`config.mk`:
```
export PLATFORM = sky130hd
export DESIGN_NAME = config_value_unquoter_unit
export DESIGN_NICKNAME = d
export VERILOG_FILES = /design/src/hdl/cvu_pkg.sv /design/src/hdl/cvu_ctrl.sv /design/src/hdl/cvu_dpath.sv /design/src/hdl/config_value_unquoter_unit.sv
export SDC_FILE = /design/constraint.sdc
export NUM_CORES = 1
export LEC_CHECK = 0
export ABC_AREA = 0
export BUFFER_PORTS_ARGS = -buffer_cell sky130_fd_sc_hd__buf_2
export CAP_MARGIN = 30
export CELL_PAD_IN_SITES_DETAIL_PLACEMENT = 0
export CELL_PAD_IN_SITES_GLOBAL_PLACEMENT = 2
export CORE_ASPECT_RATIO = 0.7
export CORE_UTILIZATION = 45
export DETAILED_ROUTE_END_ITERATION = 8
export PLACE_DENSITY = 0.81
export SLEW_MARGIN = 10
export SYNTH_ARGS = -nofsm -noshare
export SYNTH_HDL_FRONTEND = slang
export SYNTH_SLANG_ARGS = --single-unit
```
`constraint.sdc`:
```
create_clock -name clk -period 6.9 [get_ports clk]
set_clock_uncertainty 0.05 [all_clocks]
set_input_delay 1.38 -clock clk [delete_from_list [all_inputs] [get_ports clk]]
set_output_delay 1.38 -clock clk [all_outputs]
set_load 0.05 [all_outputs]
```
`src/hdl/cvu_pkg.sv`:
```
// ----------------------------------------------------------------------------
// cvu_pkg
// Types, character codes and helpers shared by the value unquoter modules.
// ----------------------------------------------------------------------------
`default_nettype none

package cvu_pkg;

  localparam logic [7:0] CHAR_DQUOTE    = 8'h22;
  localparam logic [7:0] CHAR_SQUOTE    = 8'h27;
  localparam logic [7:0] CHAR_HASH      = 8'h23;
  localparam logic [7:0] CHAR_BACKSLASH = 8'h5C;
  localparam logic [7:0] CHAR_SPACE     = 8'h20;
  localparam logic [7:0] CHAR_TAB       = 8'h09;
  localparam logic [7:0] CHAR_CR        = 8'h0D;

  localparam logic [1:0] STATUS_OK        = 2'd0;
  localparam logic [1:0] STATUS_MALFORMED = 2'd1;
  localparam logic [1:0] STATUS_OVERFLOW  = 2'd2;

  typedef enum logic [5:0] {
    ST_IDLE     = 6'b000001,
    ST_EMIT     = 6'b000010,
    ST_FLUSH_RD = 6'b000100,
    ST_FLUSH_WR = 6'b001000,
    ST_BYTE     = 6'b010000,
    ST_STATUS   = 6'b100000
  } cvu_state_t;

  typedef struct packed {
    logic load;
    logic push_space;
    logic flush_setup;
    logic flush_out;
    logic byte_out;
    logic status_out;
  } cvu_cmd_t;

  typedef struct packed {
    logic op_any;
    logic op_ws;
    logic op_more;
    logic end_flag;
    logic flush_empty;
    logic flush_last;
    logic out_free;
  } cvu_stat_t;

  function automatic logic is_ws(input logic [7:0] c);
    return (c == CHAR_SPACE) || ((c >= CHAR_TAB) && (c <= CHAR_CR));
  endfunction

endpackage

`default_nettype wire

```
`src/hdl/cvu_ctrl.sv`:
```
// ----------------------------------------------------------------------------
// cvu_ctrl
// Sequencer that steps each item through emission, flush and status.
// ----------------------------------------------------------------------------
`default_nettype none

module cvu_ctrl
  import cvu_pkg::*;
(
  input  wire logic      clk,
  input  wire logic      rst_n,
  input  wire logic      in_valid,
  output logic           in_stall,
  input  wire cvu_stat_t stat,
  output cvu_cmd_t       cmd
);

  cvu_state_t state_r, state_nxt;

  always_ff @(posedge clk) begin
    if (!rst_n) begin
      state_r <= ST_IDLE;
    end else begin
      state_r <= state_nxt;
    end
  end

  assign in_stall = (state_r != ST_IDLE);

  always_comb begin
    state_nxt = state_r;
    cmd       = '0;
    unique case (state_r)
      ST_IDLE: begin
        if (in_valid) begin
          cmd.load  = 1'b1;
          state_nxt = ST_EMIT;
        end
      end
      ST_EMIT: begin
        if (!stat.op_any) begin
          state_nxt = stat.end_flag ? ST_STATUS : ST_IDLE;
        end else if (stat.op_ws) begin
          cmd.push_space = 1'b1;
        end else begin
          cmd.flush_setup = 1'b1;
          state_nxt = stat.flush_empty ? ST_BYTE : ST_FLUSH_RD;
        end
      end
      ST_FLUSH_RD: begin
        state_nxt = ST_FLUSH_WR;
      end
      ST_FLUSH_WR: begin
        if (stat.out_free) begin
          cmd.flush_out = 1'b1;
          state_nxt = stat.flush_last ? ST_BYTE : ST_FLUSH_RD;
        end
      end
      ST_BYTE: begin
        if (stat.out_free) begin
          cmd.byte_out = 1'b1;
          if (stat.op_more) begin
            state_nxt = ST_EMIT;
          end else if (stat.end_flag) begin
            state_nxt = ST_STATUS;
          end else begin
            state_nxt = ST_IDLE;
          end
        end
      end
      ST_STATUS: begin
        if (stat.out_free) begin
          cmd.status_out = 1'b1;
          state_nxt = ST_IDLE;
        end
      end
      default: begin
        state_nxt = ST_IDLE;
      end
    endcase
  end

endmodule

`default_nettype wire

```
`src/hdl/cvu_dpath.sv`:
```
// ----------------------------------------------------------------------------
// cvu_dpath
// Quote and escape flags, pending whitespace memory and output register.
// ----------------------------------------------------------------------------
`default_nettype none

module cvu_dpath
  import cvu_pkg::*;
#(
  parameter int PENDING_DEPTH = 32
) (
  input  wire logic       clk,
  input  wire logic       rst_n,
  input  wire logic [7:0] in_char,
  input  wire logic       in_has_char,
  input  wire logic       in_end_of_value,
  input  wire cvu_cmd_t   cmd,
  output cvu_stat_t       stat,
  output logic            out_valid,
  input  wire logic       out_stall,
  output logic [7:0]      out_char,
  output logic            out_is_status,
  output logic [1:0]      out_status
);

  localparam int CW = $clog2(PENDING_DEPTH + 2);
  localparam int AW = $clog2(PENDING_DEPTH);
  localparam logic [CW-1:0] DEPTH_C = CW'(PENDING_DEPTH);

  logic [7:0] mem [PENDING_DEPTH];
  logic [7:0] rd_data_r;

  logic sq_r, dq_r, esc_r, eal_r, after_sp_r, seen_r, emitted_r, cmt_r, ovf_r;
  logic sq_nxt, dq_nxt, esc_nxt, eal_nxt, after_sp_nxt, seen_nxt, cmt_nxt;
  logic bs_nxt, ce_nxt;
  logic pend_bs_r, pend_c_r, end_r;
  logic [7:0] char_r;
  logic [CW-1:0] count_r, flush_idx_r, flush_lim;
  logic [7:0] cur_byte;
  logic out_valid_r, out_is_status_r;
  logic [7:0] out_char_r;
  logic [1:0] out_status_r;
  logic sp, out_free;

  // Decode of the arriving byte against the current quote and escape flags.
  always_comb begin
    sp           = is_ws(in_char);
    sq_nxt       = sq_r;
    dq_nxt       = dq_r;
    esc_nxt      = esc_r;
    eal_nxt      = eal_r;
    after_sp_nxt = after_sp_r;
    seen_nxt     = seen_r;
    cmt_nxt      = cmt_r;
    bs_nxt       = 1'b0;
    ce_nxt       = 1'b0;
    if (in_has_char && !cmt_r && !(!seen_r && sp)) begin
      seen_nxt = 1'b1;
      priority if (sq_r) begin
        if (in_char == CHAR_SQUOTE) begin
          sq_nxt = 1'b0;
        end else begin
          ce_nxt = 1'b1;
        end
      end else if (dq_r) begin
        if (in_char == CHAR_DQUOTE) begin
          if (esc_r) begin
            ce_nxt  = 1'b1;
            esc_nxt = 1'b0;
          end else begin
            dq_nxt = 1'b0;
          end
        end else if (in_char == CHAR_BACKSLASH) begin
          if (esc_r) begin
            ce_nxt  = 1'b1;
            esc_nxt = 1'b0;
          end else begin
            esc_nxt = 1'b1;
          end
        end else begin
          bs_nxt  = esc_r;
          esc_nxt = 1'b0;
          ce_nxt  = 1'b1;
        end
      end else begin
        if (in_char == CHAR_DQUOTE || in_char == CHAR_SQUOTE) begin
          if (esc_r) begin
            ce_nxt  = 1'b1;
            esc_nxt = 1'b0;
          end else if (in_char == CHAR_DQUOTE) begin
            dq_nxt = 1'b1;
          end else begin
            sq_nxt = 1'b1;
          end
        end else if (in_char == CHAR_HASH) begin
          if (!after_sp_r) begin
            ce_nxt = 1'b1;
          end else begin
            cmt_nxt = 1'b1;
          end
        end else if (in_char == CHAR_BACKSLASH) begin
          if (esc_r) begin
            ce_nxt  = 1'b1;
            esc_nxt = 1'b0;
          end else begin
            esc_nxt = 1'b1;
          end
        end else begin
          ce_nxt       = 1'b1;
          after_sp_nxt = sp;
          esc_nxt      = 1'b0;
        end
      end
      if (!sp) begin
        eal_nxt = esc_nxt;
      end
    end
  end

  assign cur_byte  = pend_bs_r ? CHAR_BACKSLASH : char_r;
  assign flush_lim = (count_r > DEPTH_C) ? DEPTH_C : count_r;
  assign out_free  = !out_valid_r || !out_stall;

  always_comb begin
    stat             = '0;
    stat.op_any      = pend_bs_r || pend_c_r;
    stat.op_ws       = is_ws(cur_byte);
    stat.op_more     = pend_bs_r && pend_c_r;
    stat.end_flag    = end_r;
    stat.flush_empty = (flush_lim == '0);
    stat.flush_last  = (CW'(flush_idx_r + 1'b1) == flush_lim);
    stat.out_free    = out_free;
  end

  always_ff @(posedge clk) begin
    if (!rst_n || cmd.status_out) begin
      sq_r       <= 1'b0;
      dq_r       <= 1'b0;
      esc_r      <= 1'b0;
      eal_r      <= 1'b0;
      after_sp_r <= 1'b0;
      seen_r     <= 1'b0;
      emitted_r  <= 1'b0;
      cmt_r      <= 1'b0;
      ovf_r      <= 1'b0;
      count_r    <= '0;
      pend_bs_r  <= 1'b0;
      pend_c_r   <= 1'b0;
      end_r      <= 1'b0;
    end else begin
      if (cmd.load) begin
        sq_r       <= sq_nxt;
        dq_r       <= dq_nxt;
        esc_r      <= esc_nxt;
        eal_r      <= eal_nxt;
        after_sp_r <= after_sp_nxt;
        seen_r     <= seen_nxt;
        cmt_r      <= cmt_nxt;
        pend_bs_r  <= bs_nxt;
        pend_c_r   <= ce_nxt;
        end_r      <= in_end_of_value;
      end
      if (cmd.push_space) begin
        if (emitted_r) begin
          count_r <= (count_r < DEPTH_C) ? CW'(count_r + 1'b1) : CW'(DEPTH_C + 1'b1);
        end
      end
      if (cmd.flush_setup && (count_r > DEPTH_C)) begin
        ovf_r <= 1'b1;
      end
      if (cmd.byte_out) begin
        count_r   <= '0;
        emitted_r <= 1'b1;
      end
      if (cmd.push_space || cmd.byte_out) begin
        if (pend_bs_r) begin
          pend_bs_r <= 1'b0;
        end else begin
          pend_c_r <= 1'b0;
        end
      end
    end
  end

  always_ff @(posedge clk) begin
    if (cmd.load) begin
      char_r <= in_char;
    end
    if (cmd.flush_setup) begin
      flush_idx_r <= '0;
    end else if (cmd.flush_out) begin
      flush_idx_r <= CW'(flush_idx_r + 1'b1);
    end
  end

  always_ff @(posedge clk) begin
    if (cmd.push_space && emitted_r && (count_r < DEPTH_C)) begin
      mem[count_r[AW-1:0]] <= cur_byte;
    end
    rd_data_r <= mem[flush_idx_r[AW-1:0]];
  end

  always_ff @(posedge clk) begin
    if (!rst_n) begin
      out_valid_r <= 1'b0;
    end else if (cmd.flush_out || cmd.byte_out || cmd.status_out) begin
      out_valid_r <= 1'b1;
    end else if (!out_stall) begin
      out_valid_r <= 1'b0;
    end
  end

  always_ff @(posedge clk) begin
    if (cmd.flush_out) begin
      out_char_r      <= rd_data_r;
      out_is_status_r <= 1'b0;
      out_status_r    <= STATUS_OK;
    end else if (cmd.byte_out) begin
      out_char_r      <= cur_byte;
      out_is_status_r <= 1'b0;
      out_status_r    <= STATUS_OK;
    end else if (cmd.status_out) begin
      out_char_r      <= 8'h00;
      out_is_status_r <= 1'b1;
      if (sq_r || dq_r || eal_r) begin
        out_status_r <= STATUS_MALFORMED;
      end else if (ovf_r) begin
        out_status_r <= STATUS_OVERFLOW;
      end else begin
        out_status_r <= STATUS_OK;
      end
    end
  end

  assign out_valid     = out_valid_r;
  assign out_char      = out_char_r;
  assign out_is_status = out_is_status_r;
  assign out_status    = out_status_r;

endmodule

`default_nettype wire

```
`src/hdl/config_value_unquoter_unit.sv`:
```
// ----------------------------------------------------------------------------
// config_value_unquoter_unit
// Rewrites a configuration value one character at a time, resolving quotes,
// escapes and comments and trimming whitespace, then reports a status item.
//
//   Channel | Ports                                      | Direction
//   input   | in_valid, in_stall, in_char, in_has_char,  | into block
//           | in_end_of_value                            |
//   result  | out_valid, out_stall, out_char,            | out of block
//           | out_is_status, out_status                  |
//
// Each held whitespace byte flushed ahead of an emitted byte is read back
// through the pending memory read port. Items are processed one at a time
// by the controller. Reset is synchronous and clears the parsing flags, the
// pending count and the result valid; the pending memory keeps its contents.
// A stall on the result channel holds the output register and pauses the
// controller whenever it has a result to write.
// ----------------------------------------------------------------------------
`default_nettype none

module config_value_unquoter_unit
  import cvu_pkg::*;
#(
  parameter int PENDING_DEPTH = 32
) (
  input  wire logic       clk,
  input  wire logic       rst_n,
  input  wire logic       in_valid,
  output logic            in_stall,
  input  wire logic [7:0] in_char,
  input  wire logic       in_has_char,
  input  wire logic       in_end_of_value,
  output logic            out_valid,
  input  wire logic       out_stall,
  output logic [7:0]      out_char,
  output logic            out_is_status,
  output logic [1:0]      out_status
);

  cvu_cmd_t  cmd;
  cvu_stat_t stat;

  cvu_ctrl u_ctrl (
    .clk      (clk),
    .rst_n    (rst_n),
    .in_valid (in_valid),
    .in_stall (in_stall),
    .stat     (stat),
    .cmd      (cmd)
  );

  cvu_dpath #(
    .PENDING_DEPTH (PENDING_DEPTH)
  ) u_dpath (
    .clk             (clk),
    .rst_n           (rst_n),
    .in_char         (in_char),
    .in_has_char     (in_has_char),
    .in_end_of_value (in_end_of_value),
    .cmd             (cmd),
    .stat            (stat),
    .out_valid       (out_valid),
    .out_stall       (out_stall),
    .out_char        (out_char),
    .out_is_status   (out_is_status),
    .out_status      (out_status)
  );

endmodule

`default_nettype wire

```
### Word-level counts from Yosys, hierarchy flattened

Memory sizes are Yosys's and may differ from the RTL's. A register that Yosys moved wholly into a read port is not among the register bits.
Cells that the tools add are included.

| word-level totals | value |
|---|---|
| flip-flop bits (word level) | 50 |
| bits in latches | 0 |
| memory bits (writable) | 256 |
| ROM bits | 0 |
| word-level logic and storage cells | 163 |
| memories | 1 |

Memory list:

| memory | words | width | rd ports | clocked after Yosys merged registers in | wr ports | line | RTL |
|---|---|---|---|---|---|---|---|
| u_dpath.mem | 32 | 8 | 1 | 1 | 1 | cvu_dpath.sv:30 | `logic [7:0] mem [PENDING_DEPTH];` |

| cells by class | value |
|---|---|
| $add $sub $neg | 2 |
| multipliers | 0 |
| div/mod/pow operators | 0 |
| order comparisons | 6 |
| equality and inequality tests | 20 |
| shifts and indexed selects | 0 |
| mux-type cells | 71 |
| bitwise operators | 6 |
| reduce and logical (&&, ||, !) cells | 37 |

Operators by type and width:

| cell | count |
|---|---|
| 6-bit two-way mux | 10 |
| 1-bit two-way mux | 50 |
| 8-bit by 6-bit == test with 1-bit output (second input constant) | 5 |
| 6-bit one-hot mux with 6 select lines | 1 |
| 8-bit two-way mux | 4 |
| 8-bit by 4-bit >= comparator with 1-bit output (second input constant) | 2 |
| 8-bit by 4-bit less-or-equal comparator with 1-bit output (second input constant) | 2 |
| 7-bit AND reduction | 2 |
| 6-bit by 1-bit adder with 6-bit output (second input constant) | 2 |
| 1-bit logical OR | 11 |
| 5-bit two-way mux | 2 |
| 1-bit logical AND | 9 |
| 8-bit by 7-bit == test with 1-bit output (second input constant) | 1 |
| 2-bit two-way mux | 4 |
| 2-bit by 1-bit != test with 1-bit output (second input constant) | 4 |
| 6-bit by 1-bit == test with 1-bit output (second input constant) | 1 |
| 6-bit by 2-bit == test with 1-bit output (second input constant) | 1 |
| 6-bit by 3-bit == test with 1-bit output (second input constant) | 1 |
| 6-bit by 4-bit == test with 1-bit output (second input constant) | 1 |
| 6-bit by 5-bit == test with 1-bit output (second input constant) | 1 |
| 6-bit == test | 1 |
| 6-bit == test (second input constant) | 1 |
| 6-bit greater-than comparator (second input constant) | 1 |
| 1-bit logical NOT | 6 |
| 11 further kinds | 19 |

### Longest topological paths before layout

Gate-level depths: netlist of run 1.

| logic depth | value |
|---|---|
| depth after elaboration | 11 |
| depth in mapped cells | 8 |

### Cells and area by module

From an unflattened synthesis of run 1, not the netlist that was laid out.

| unflattened totals | value |
|---|---|
| cells, all modules | 753 |
| area, all modules | 12877.4 sq um |

By module, submodules not included:

| module | times used | cells each | area an instance (sq um) | seq. area each (sq um) |
|---|---|---|---|---|
| cvu_dpath | 1 | 688 | 12376.9 | 8888.5 |
| cvu_ctrl | 1 | 65 | 500.5 | 120.1 |

### Least setup slack after synthesis of run 1

OpenSTA, ideal clock, no wires.

| timing | value |
|---|---|
| kind | in2reg |
| from | input port in_char[0] |
| to | register u_dpath.after_sp_r |
| library setup time | 0.124 ns |
| arrival | 3.085 ns |
| data required time | 6.726 ns |
| path slack | 3.641 ns |
| stages on the path | 7 |
| buffers on the path | 1 |
| cells stage by stage | clkbuf_1 > or4b_2 > a2111oi_0 > nor3_1 > nand4_1 > mux2i_1 > nor2_1 |

| on the way | value |
|---|---|
| cells in the longest elaborated chain, start to end | 7 |
| elaborated cells on any way between the ends | 17 |
| classes of those cells | order compare (2); eq/ne (5); bitwise (3); reduce/logical (7) |

Ends and longest elaborated chain:

| item | line | RTL |
|---|---|---|
| start: declaration | config_value_unquoter_unit.sv:30 | `input wire logic [7:0] in_char,` |
| 8-bit by 4-bit >= comparator with 1-bit output or 8-bit by 4-bit less-or-equal comparator with 1-bit output (tied branches) | cvu_pkg.sv:50 | `return (c == CHAR_SPACE) \|\| ((c >= CHAR_TAB) && (c <= CHAR_CR));` |
| 1-bit logical AND | cvu_pkg.sv:50 |  |
| 1-bit logical OR | cvu_pkg.sv:50 |  |
| 1-bit logical AND | cvu_dpath.sv:57 | `if (in_has_char && !cmt_r && !(!seen_r && sp)) begin` |
| 1-bit logical NOT | cvu_dpath.sv:57 |  |
| 1-bit logical AND | cvu_dpath.sv:57 |  |
| 7-bit AND reduction (no source line) | n/a |  |
| end signal: assignment | cvu_dpath.sv:156 | `after_sp_r <= after_sp_nxt;` |
| end: declaration | cvu_dpath.sv:33 | `logic sq_r, dq_r, esc_r, eal_r, after_sp_r, seen_r, emitted_r, cmt_r, ovf_r;` |

Several ways; a longest one is shown, not always the timed one.
A chain may end at the register's enable or synchronous reset.

### Worst setup path in the final report of run 1

| timing | value |
|---|---|
| from | register u_dpath.pend_bs_r |
| to | memory u_dpath.mem[19][0] (enable) |

| on the way | value |
|---|---|
| cells in the longest elaborated chain, start to end | 11 |
| elaborated cells on any way between the ends | 14 |
| classes of those cells | order compare (2); eq/ne (1); mux (6); reduce/logical (5) |

Ends and longest elaborated chain:

| item | line | RTL |
|---|---|---|
| start: declaration | cvu_dpath.sv:36 | `logic pend_bs_r, pend_c_r, end_r;` |
| start signal: assignment | cvu_dpath.sv:159 | `pend_bs_r <= bs_nxt;` |
| 8-bit two-way mux | cvu_dpath.sv:120 | `assign cur_byte = pend_bs_r ? CHAR_BACKSLASH : char_r;` |
| 8-bit by 4-bit >= comparator with 1-bit output or 8-bit by 4-bit less-or-equal comparator with 1-bit output (tied branches) | cvu_pkg.sv:50 |  |
| 1-bit logical AND | cvu_pkg.sv:50 |  |
| 1-bit logical OR | cvu_pkg.sv:50 |  |
| 1-bit two-way mux | cvu_ctrl.sv:43 | `end else if (stat.op_ws) begin` |
| 2-bit two-way mux (*) | cvu_ctrl.sv:41 | `if (!stat.op_any) begin` |
| 2-bit two-way mux (*) | cvu_ctrl.sv:33 | `unique case (state_r)` |
| 1-bit logical AND (*) (2 in a row) | cvu_dpath.sv:197 | `if (cmd.push_space && emitted_r && (count_r < DEPTH_C)) begin` |
| 1-bit two-way mux (*) | cvu_dpath.sv:197 |  |
| 1-bit two-way mux (not written as such) (*) | cvu_dpath.sv:198 | `mem[count_r[AW-1:0]] <= cur_byte;` |
| end: declaration | cvu_dpath.sv:30 |  |

Mark *: on every way between the ends. The rest lies on a longest branch, timed or not.

==> flow_summary.toml, run 1 <==
[power_and_ir_drop]
swShare_pct = 24.20
power_frac_clock_pct = 39.3
p_leak_nw = 4.604
p_seq_share_pct = 48.3
combPwrFrac_pct = 12.4
ir_drop_mv = 0.2502
p_int_mw = 3.503
p_switching_mw = 1.119
powerDensity_mw_per_mm2 = 319.2

[floorplan]
core-area_mm2 = 0.02789
fp-row-count = 51
ios = 27
die_area_mm2 = 0.02914
initial_core_util_pct = 45.91
die_y_um = 143.1
die_x_um = 203.6

[layout]
drive_gt1_share_pct = 23.55
final_common_cell = "edfxtp_1"
antenna_cells = 0
nFillCells = 2205
nets = 791
area_growth_pct = 13.09
mostFrequentLayoutCells = "272 x edfxtp_1, 80 x mux4_2, 79 x nor2_1"

[sta]
tightest_slew_ns = 0.9274
finalWorstPathRequiredPeriod_ns = 3.818
post-route-period-util_pct = 55.34
maxSlewHeadroom_pct = 38.18
worst_slack_ns = 3.082
finalSetupTns_ns = 0
drv_slew = 0
rsz0062_at_grt = "no"
fmax_mhz = 261.9
hold_viol_final = 0
setup_viol = 0

[placement]
preCtsSetupSlack_ns = 3.122
gp_congestion = 0.8520
portBuffers = 26
dp_hpwl_mm = 20.22

[worst_setup_path]
worstPathRequired_ns = 7.06
critPathSlowestCell = "dfxtp_1"
r2r_slack_ns = 3.08
path_max_fanout = 18
reg2reg_depth = 5
r2r_start = "u_dpath.pend_bs_r$_SDFF_PP0_"
crit_chain = "nor2_1 > or4_4 > or4_4 > or3b_1 > nor2_1"
critPathKind = "reg2reg"
worstReg2RegEnd = "u_dpath.mem[19][0]$_DFFE_PP_"
start_kind = "flop"
worstPathArrival_ns = 3.98
max_stage_delay_ns = 0.87
end_kind = "flop"
crit_path_start = "u_dpath.pend_bs_r$_SDFF_PP0_"

[grt]
grt_max_degree = 69
antenna_found_initial = 0
grt_overflow = 0
grt.total_usage_pct = 21.95
grt_pass1_wl_mm = 45.37
first_global_vias = 6714

[synth]
synthCells = 748
synth_top_flop_cell = "edfxtp_1"
synth-seq-area-share_pct = 70.36
syn_avg_cell_area_um2 = 17.12
yosysWarnings = 0
ys_ff_latch = 314
synth_cell_types = 64
syn_area_mm2 = 0.01280
ys_async_sr_fraction_pct = 0
syn-num-nets = 767
synth_edf_count = 272

[clocking]
hold_buffers = 0
clock_sinks = 314
root_buffer = "clkbuf_16"
ctsLongestPathBuffers = 3
clkTransAtPathRegs_ns = 0.07
clk_latency_ns = 0.58
numCtsBuffers = 29
cts_tree = "done"
cts_resized = 0
ctsHtreeMaxLevel = 1
post_cts_buffers = 0

[flow_run]
cap_violations = 0

[route]
drt_iter0_drc = 919
avgViaCountPerCell = 6.035
drc = 0
wl_per_cell_um = 26.61
finalWirelength_mm = 31.00
num_vias = 7031
firstDrtPassIters = 5
ant_nets = 0

[hold_path]
hold_path_depth = 2
hold_class = "reg2reg"
whs_endpoint = "u_dpath.out_is_status$_SDFFE_PP0P_"
holdCritStartpoint = "u_dpath.out_is_status$_SDFFE_PP0P_"

[status]
status = "complete, no violations"
worst max-delay path: cells and delay by family, from the launching register on:
family / cells / cell delay [ns]
simple gates: 5 / 2.53
flops: 1 / 0.87
power by group through the flow:
stage | Sequential [mW] | Clock (mW) | Combinational, mW
after floorplan | 2.22 | 0 | 0.411
final | 2.23 | 1.82 | 0.571
after detailed placement | 2.28 | 0 | 0.573
after global routing | 2.24 | 1.90 | 0.608
after global placement | 2.29 | 0 | 0.535
after CTS | 2.23 | 1.84 | 0.577
per-layer routing:
metal | vias up | part of all wire, % | track usage (%)
met5 | - | 0 | 0
met2 | 369 | 42 | 30.88
met3 | 41 | 9.9 | 5.911
met1 | 3624 | 46 | 33.77
met4 | 0 | 1.8 | 5.065
li1 | 2997 | - | -
metrics by stage:
stage	hold WS, ns	cells	utilization [%]	area, um2	total power [mW]
2_1_floorplan	0.3824	748	-	12800	2.629
3_3_place_gp	0.3866	1107	47.69	13300	2.823
3_5_place_dp	0.4115	1112	48.03	13390	2.849
4_1_cts	0.4220	1165	51.92	14480	4.649
5_1_grt	0.4371	1165	51.92	14480	4.754
6_report	0.4210	1165	51.92	14480	4.621
worst max-delay path by stage:
stage                     slack [ns]                              end
after floorplan                 3.64  u_dpath.after_sp_r$_SDFFE_PP0P_
after global placement          3.19     u_dpath.mem[18][5]$_DFFE_PP_
after detailed placement        3.12     u_dpath.mem[19][0]$_DFFE_PP_
after CTS                       3.11     u_dpath.mem[19][0]$_DFFE_PP_
after global routing            2.90     u_dpath.mem[18][5]$_DFFE_PP_
final                           3.08     u_dpath.mem[19][0]$_DFFE_PP_
registers in the layout (all words and copies together), names as in the netlist, 2 cells and up:
register             flops
u_dpath.mem            256
u_dpath.char_r           8
u_dpath.out_char         8
u_dpath.rd_data_r        8
u_ctrl.state_r           6
u_dpath.count_r          6
u_dpath.flush_idx_r      6
u_dpath.out_status       2
Yosys cell counts, types with 9 or more instances:
cell | instances | share of area, %
xor2_1 | 10 | 0.68
nor2_1 | 80 | 2.3
nor2b_1 | 11 | 0.54
inv_1 | 18 | 0.53
o21ai_0 | 17 | 0.66
a21oi_1 | 14 | 0.55
mux2_2 | 9 | 0.79
nor3_1 | 10 | 0.39
clkbuf_1 | 34 | 1.0
dfxtp_1 | 42 | 6.6
edfxtp_1 | 272 | 64
mux4_2 | 80 | 14
nand2_1 | 34 | 1.0
cell families after synthesis:
group | after synthesis | synth area share [%]
compound gates | 67 | 3.489
fa+ha+maj | 5 | 0.4886
xor+xnor | 15 | 1.026
flops | 314 | 70.36
buf+inv | 63 | 1.984
mux | 93 | 15.18
simple gates | 191 | 7.476
cell type report:
type,count,area [um2],area share (%)
clock buffers,31,733.2,5.064
clock inverters,22,351.6,2.428
inverters,18,67.56,0.4666
multi-input cells,371,3571,24.66
flip-flops and latches,314,9014,62.25
well taps,371,464.2,3.206
repair buffers,38,277.8,1.918
Power figures use the tool's default switching activity.
==> inputs of run 2 (changes only) <==
--- a/config.mk
+++ b/config.mk
@@ -11,7 +11,7 @@
 export CELL_PAD_IN_SITES_DETAIL_PLACEMENT = 0
 export CELL_PAD_IN_SITES_GLOBAL_PLACEMENT = 2
 export CORE_ASPECT_RATIO = 0.7
-export CORE_UTILIZATION = 45
+export CORE_UTILIZATION = 43
 export DETAILED_ROUTE_END_ITERATION = 8
 export PLACE_DENSITY = 0.81
 export SLEW_MARGIN = 10
==> constraint.sdc (replaced) <==
create_clock -name clk -period 3.3 [get_ports clk]
set_clock_uncertainty 0.05 [all_clocks]
set_input_delay 0.66 -clock clk [delete_from_list [all_inputs] [get_ports clk]]
set_output_delay 0.66 -clock clk [all_outputs]
set_load 0.05 [all_outputs]
==> flow_summary.toml, run 2 (synthesized netlist as in run 1, its figures left out) <==
[grt]
grt_max_degree = 71
use_met3_pct = 5.743
grt.total_usage_pct = 19.79
grt.met2_usage_pct = 26.64
grt_util_met1_pct = 31.33
grt_pass1_wl_mm = 45.02
first_global_vias = 6827
grt_overflow = 0
antenna_found_initial = 0
grt-busiest-layer = "met1"

[route]
avgViaCountPerCell = 5.805
num_vias = 7076
ant_nets = 0
finalWirelength_mm = 29.28
drt_iter0_drc = 759
firstDrtPassIters = 5
drc = 0
wl_per_cell_um = 24.02

[layout]
nets = 836
multi_input_area_mm2 = 0.003571
final_common_cell = "edfxtp_1"
antenna_cells = 0
largest_register_ffs = 256
mostFrequentLayoutCells = "272 x edfxtp_1, 80 x mux4_2, 79 x nor2_1"
area_growth_pct = 15.50
seq_area_mm2 = 0.009014
nFillCells = 2318
drive_gt1_share_pct = 28.18

[sta]
rsz0062_at_grt = "no"
fmax_mhz = 319.4
finalWorstPathRequiredPeriod_ns = 3.131
drv_slew = 0
setup_viol = 0
worst_slack_ns = 0.1688
finalSetupTns_ns = 0
post-route-period-util_pct = 94.88
tightest_slew_ns = 0.9179
hold_viol_final = 0
maxSlewHeadroom_pct = 38.67

[clocking]
root_buffer = "clkbuf_16"
clkTransAtPathRegs_ns = 0.07
numCtsBuffers = 30
hold_buffers = 0
clock_sinks = 314
ctsHtreeMaxLevel = 1
clk_latency_ns = 0.58
cts_tree = "done"
cts_resized = 0
ctsLongestPathBuffers = 3
post_cts_buffers = 0

[placement]
gp_congestion = 0.8631
preCtsSetupSlack_ns = 0.1751
portBuffers = 26
dp_hpwl_mm = 19.08

[floorplan]
die_x_um = 208.2
initial_core_util_pct = 44.02
fp-row-count = 52
core-area_mm2 = 0.02908
die_y_um = 146.4
ios = 27
die_area_mm2 = 0.03048

[hold_path]
hold_class = "in2reg"
holdCritStartpoint = "in_char[6]"

[worst_setup_path]
r2r_start = "u_ctrl.state_r[2]$_SDFFE_PN0P_"
critPathKind = "reg2reg"
crit_path_start = "u_ctrl.state_r[2]$_SDFFE_PN0P_"
end_kind = "flop"
worstPathRequired_ns = 3.52
start_kind = "flop"
path_max_fanout = 9
worstPathArrival_ns = 3.35

[power_and_ir_drop]
powerDensity_mw_per_mm2 = 641.1
p_leak_nw = 4.817
ir_drop_mv = 0.4379

[flow_run]
cap_violations = 0

[status]
status = "complete, no violations"
-- run 2: worst max-delay path: stages, from the launching register on --
cell     delay [ns]
dfxtp_1        0.38
or4b_4         0.58
or4_4          0.47
or4_4          0.46
or3b_1         0.38
buf_4          0.21
nor2_1         0.12
buf_4          0.19
-- run 2: path summary, 6_finish.rpt --
check	to	slack (ns)	depth (start not counted)
setup / recovery	u_dpath.mem[19][5]$_DFFE_PP_	0.17	7
hold / removal	u_dpath.char_r[6]$_DFFE_PP_	0.27	1
hold reg to reg	u_dpath.out_is_status$_SDFFE_PP0P_	0.40	2
setup reg to reg	u_dpath.mem[19][5]$_DFFE_PP_	0.17	7
-- run 2: stage by stage --
step           util [%]  area [um2]  std cells  hold WS (ns)  power (mW)
6_report          50.85       14790       1219        0.2716       9.481
5_1_grt           50.85       14790       1219        0.2437       9.811
4_1_cts           50.75       14760       1218        0.2446       9.561
3_5_place_dp      47.08       13690       1162        0.3888       5.922
3_3_place_gp      47.08       13690       1162        0.3821       5.900
2_1_floorplan         -       12800        748        0.3824       5.498
-- run 2: cell type report --
type                            instances  share of cell area [%]
Clock buffer                           33                   5.288
Clock inverter                         23                   1.929
Inverter                               18                  0.4569
Multi-Input combinational cell        371                   24.15
Sequential cell                       314                   60.95
Tap cell                              378                   3.198
Timing Repair Buffer                   82                   4.027
-- run 2: report_power, final --
group	switching [mW]	internal (mW)
sequential	0.0645	4.52
clock	1.52	2.12
combinational	0.713	0.538
-- run 2: per-layer routing --
| layer | wire length [um] | share of wire, % |
|---|---|---|
| met1 | 13960 | 48 |
| met2 | 12160 | 42 |
| met3 | 2596 | 8.9 |
| met4 | 563 | 1.9 |
| met5 | 0 | 0 |
==> inputs of run 3 (changes only) <==
--- a/config.mk
+++ b/config.mk
@@ -11,9 +11,10 @@
 export CELL_PAD_IN_SITES_DETAIL_PLACEMENT = 0
 export CELL_PAD_IN_SITES_GLOBAL_PLACEMENT = 2
 export CORE_ASPECT_RATIO = 0.7
-export CORE_UTILIZATION = 43
+export CORE_UTILIZATION = 45
+export CTS_BUF_LIST = sky130_fd_sc_hd__clkbuf_8
 export DETAILED_ROUTE_END_ITERATION = 8
-export PLACE_DENSITY = 0.81
+export PLACE_DENSITY = 0.84
 export SLEW_MARGIN = 10
 export SYNTH_ARGS = -nofsm -noshare
 export SYNTH_HDL_FRONTEND = slang
==> flow_summary.toml, run 3 (synthesized netlist as in run 1, its figures left out) <==
[layout]
nets = 853
drive_gt1_share_pct = 27.68
area_growth_pct = 13.82
antenna_cells = 0
mostFrequentLayoutCells = "272 x edfxtp_1, 80 x mux4_2, 79 x nor2_1"
largest_register_ffs = 256
final_common_cell = "edfxtp_1"
instances_no_fill = 1238

[clocking]
cts_tree = "done"
numCtsBuffers = 47
hold_buffers = 0
clock_sinks = 314
ctsHtreeMaxLevel = 2
root_buffer = "clkbuf_8"
cts_resized = 0
clkTransAtPathRegs_ns = 0.07
clk_latency_ns = 0.60
post_cts_buffers = 0
ctsLongestPathBuffers = 3

[worst_setup_path]
reg2reg_depth = 7
worstSetupEndpoint = "u_dpath.mem[20][7]$_DFFE_PP_"
crit_path_start = "u_ctrl.state_r[1]$_SDFFE_PN0P_"
critPathSlowestCell = "or4b_4"
crit_chain = "or4b_4 > or4_4 > or4_4 > nor2_1 > nand2_1 > nor2_1 > buf_4"
worstPathRequired_ns = 3.53
start_kind = "flop"
worstPathArrival_ns = 3.48
critPathKind = "reg2reg"
end_kind = "flop"
r2r_slack_ns = 0.04
path_max_fanout = 12
worstReg2RegEnd = "u_dpath.mem[20][7]$_DFFE_PP_"
r2r_start = "u_ctrl.state_r[1]$_SDFFE_PN0P_"
max_stage_delay_ns = 0.52

[power_and_ir_drop]
ir_drop_mv = 0.3649
p_switching_mw = 2.289
swShare_pct = 25.89
combPwrFrac_pct = 14.1
p_int_mw = 6.554
p_seq_share_pct = 52.5
power_frac_clock_pct = 33.3
p_leak_nw = 4.810
powerDensity_mw_per_mm2 = 606.8

[sta]
tightest_slew_ns = 0.9095
post-route-period-util_pct = 98.68
setup_viol = 0
maxSlewHeadroom_pct = 39.22
drv_slew = 0
finalWorstPathRequiredPeriod_ns = 3.256
worst_slack_ns = 0.04371
fmax_mhz = 307.1
hold_viol_final = 0
rsz0062_at_grt = "yes"
finalSetupTns_ns = 0

[route]
ant_nets = 0
drt_iter0_drc = 846
avgViaCountPerCell = 5.829
num_vias = 7216
wl_per_cell_um = 24.06
drc = 0
firstDrtPassIters = 5
finalWirelength_mm = 29.79

[placement]
dp.cells = 1155
portBuffers = 26
preCtsSetupSlack_ns = 0.1045
gp_congestion = 0.8748
dp_hpwl_mm = 19.65

[hold_path]
hold_class = "in2reg"

[grt]
grt.total_usage_pct = 21.25
first_global_vias = 7003
grt_overflow = 0
antenna_found_initial = 1
grt_max_degree = 60
grt_pass1_wl_mm = 44.85

[floorplan]
die_x_um = 203.6
ios = 27
initial_core_util_pct = 45.91
core-area_mm2 = 0.02789
die_y_um = 143.1
die_area_mm2 = 0.02914
fp-row-count = 51

[flow_run]
cap_violations = 0

[status]
status = "complete, no violations"
[run 3: critical path: cells and delay by family (launching register included)]
family	cells	cell delay, ns
flops	1	0.44
simple gates	6	2.29
buf+inv	1	0.19
[run 3: area by class of cell]
| type | count | area (um2) |
|---|---|---|
| fill | 2245 | 13310 |
| sequential | 314 | 9014 |
| multi-input combinational | 371 | 3561 |
| clock buffer | 49 | 674.4 |
| timing repair buffer | 82 | 613.1 |
| tap | 371 | 464.2 |
| clock inverter | 33 | 178.9 |
| inverter | 18 | 67.56 |
[run 3: layer usage]
| metal | GRT usage (%) | wire length [um] |
|---|---|---|
| met1 | 33.96 | 13850 |
| met2 | 29.01 | 12610 |
| met3 | 4.906 | 2904 |
| met4 | 5.224 | 425 |
| met5 | 0 | 0 |
[run 3: through the flow]
step                total power [mW]  area [um2]  hold slack [ns]  util (%)
floorplan                      5.498       12800           0.3824         -
global placement               5.953       13700           0.3835     49.13
detailed placement             5.976       13700           0.3997     49.13
CTS                            8.907       14550           0.2263     52.19
global route                   9.175       14570           0.2314     52.26
finish                         8.843       14570           0.2598     52.26
[run 3: worst min-delay path by stage]
stage / start / end / slack [ns] / cells past startpoint
2_1_floorplan: u_dpath.emitted_r$_SDFFE_PP0P_ / u_dpath.emitted_r$_SDFFE_PP0P_ / 0.38 / 2
3_3_place_gp: u_dpath.out_is_status$_SDFFE_PP0P_ / u_dpath.out_is_status$_SDFFE_PP0P_ / 0.38 / 2
3_5_place_dp: u_dpath.out_is_status$_SDFFE_PP0P_ / u_dpath.out_is_status$_SDFFE_PP0P_ / 0.40 / 2
4_1_cts: in_char[4] / u_dpath.char_r[4]$_DFFE_PP_ / 0.23 / 1
5_1_grt: in_char[4] / u_dpath.char_r[4]$_DFFE_PP_ / 0.23 / 1
6_report: in_char[4] / u_dpath.char_r[4]$_DFFE_PP_ / 0.26 / 1
[run 3: power by group through the flow]
| stage | clock network [mW] | registers, mW | logic (mW) |
|---|---|---|---|
| finish | 2.95 | 4.65 | 1.25 |
| detailed placement | 0 | 4.73 | 1.24 |
| global route | 3.19 | 4.66 | 1.33 |
| CTS | 3.01 | 4.65 | 1.25 |
| global placement | 0 | 4.73 | 1.23 |
| floorplan | 0 | 4.64 | 0.859 |
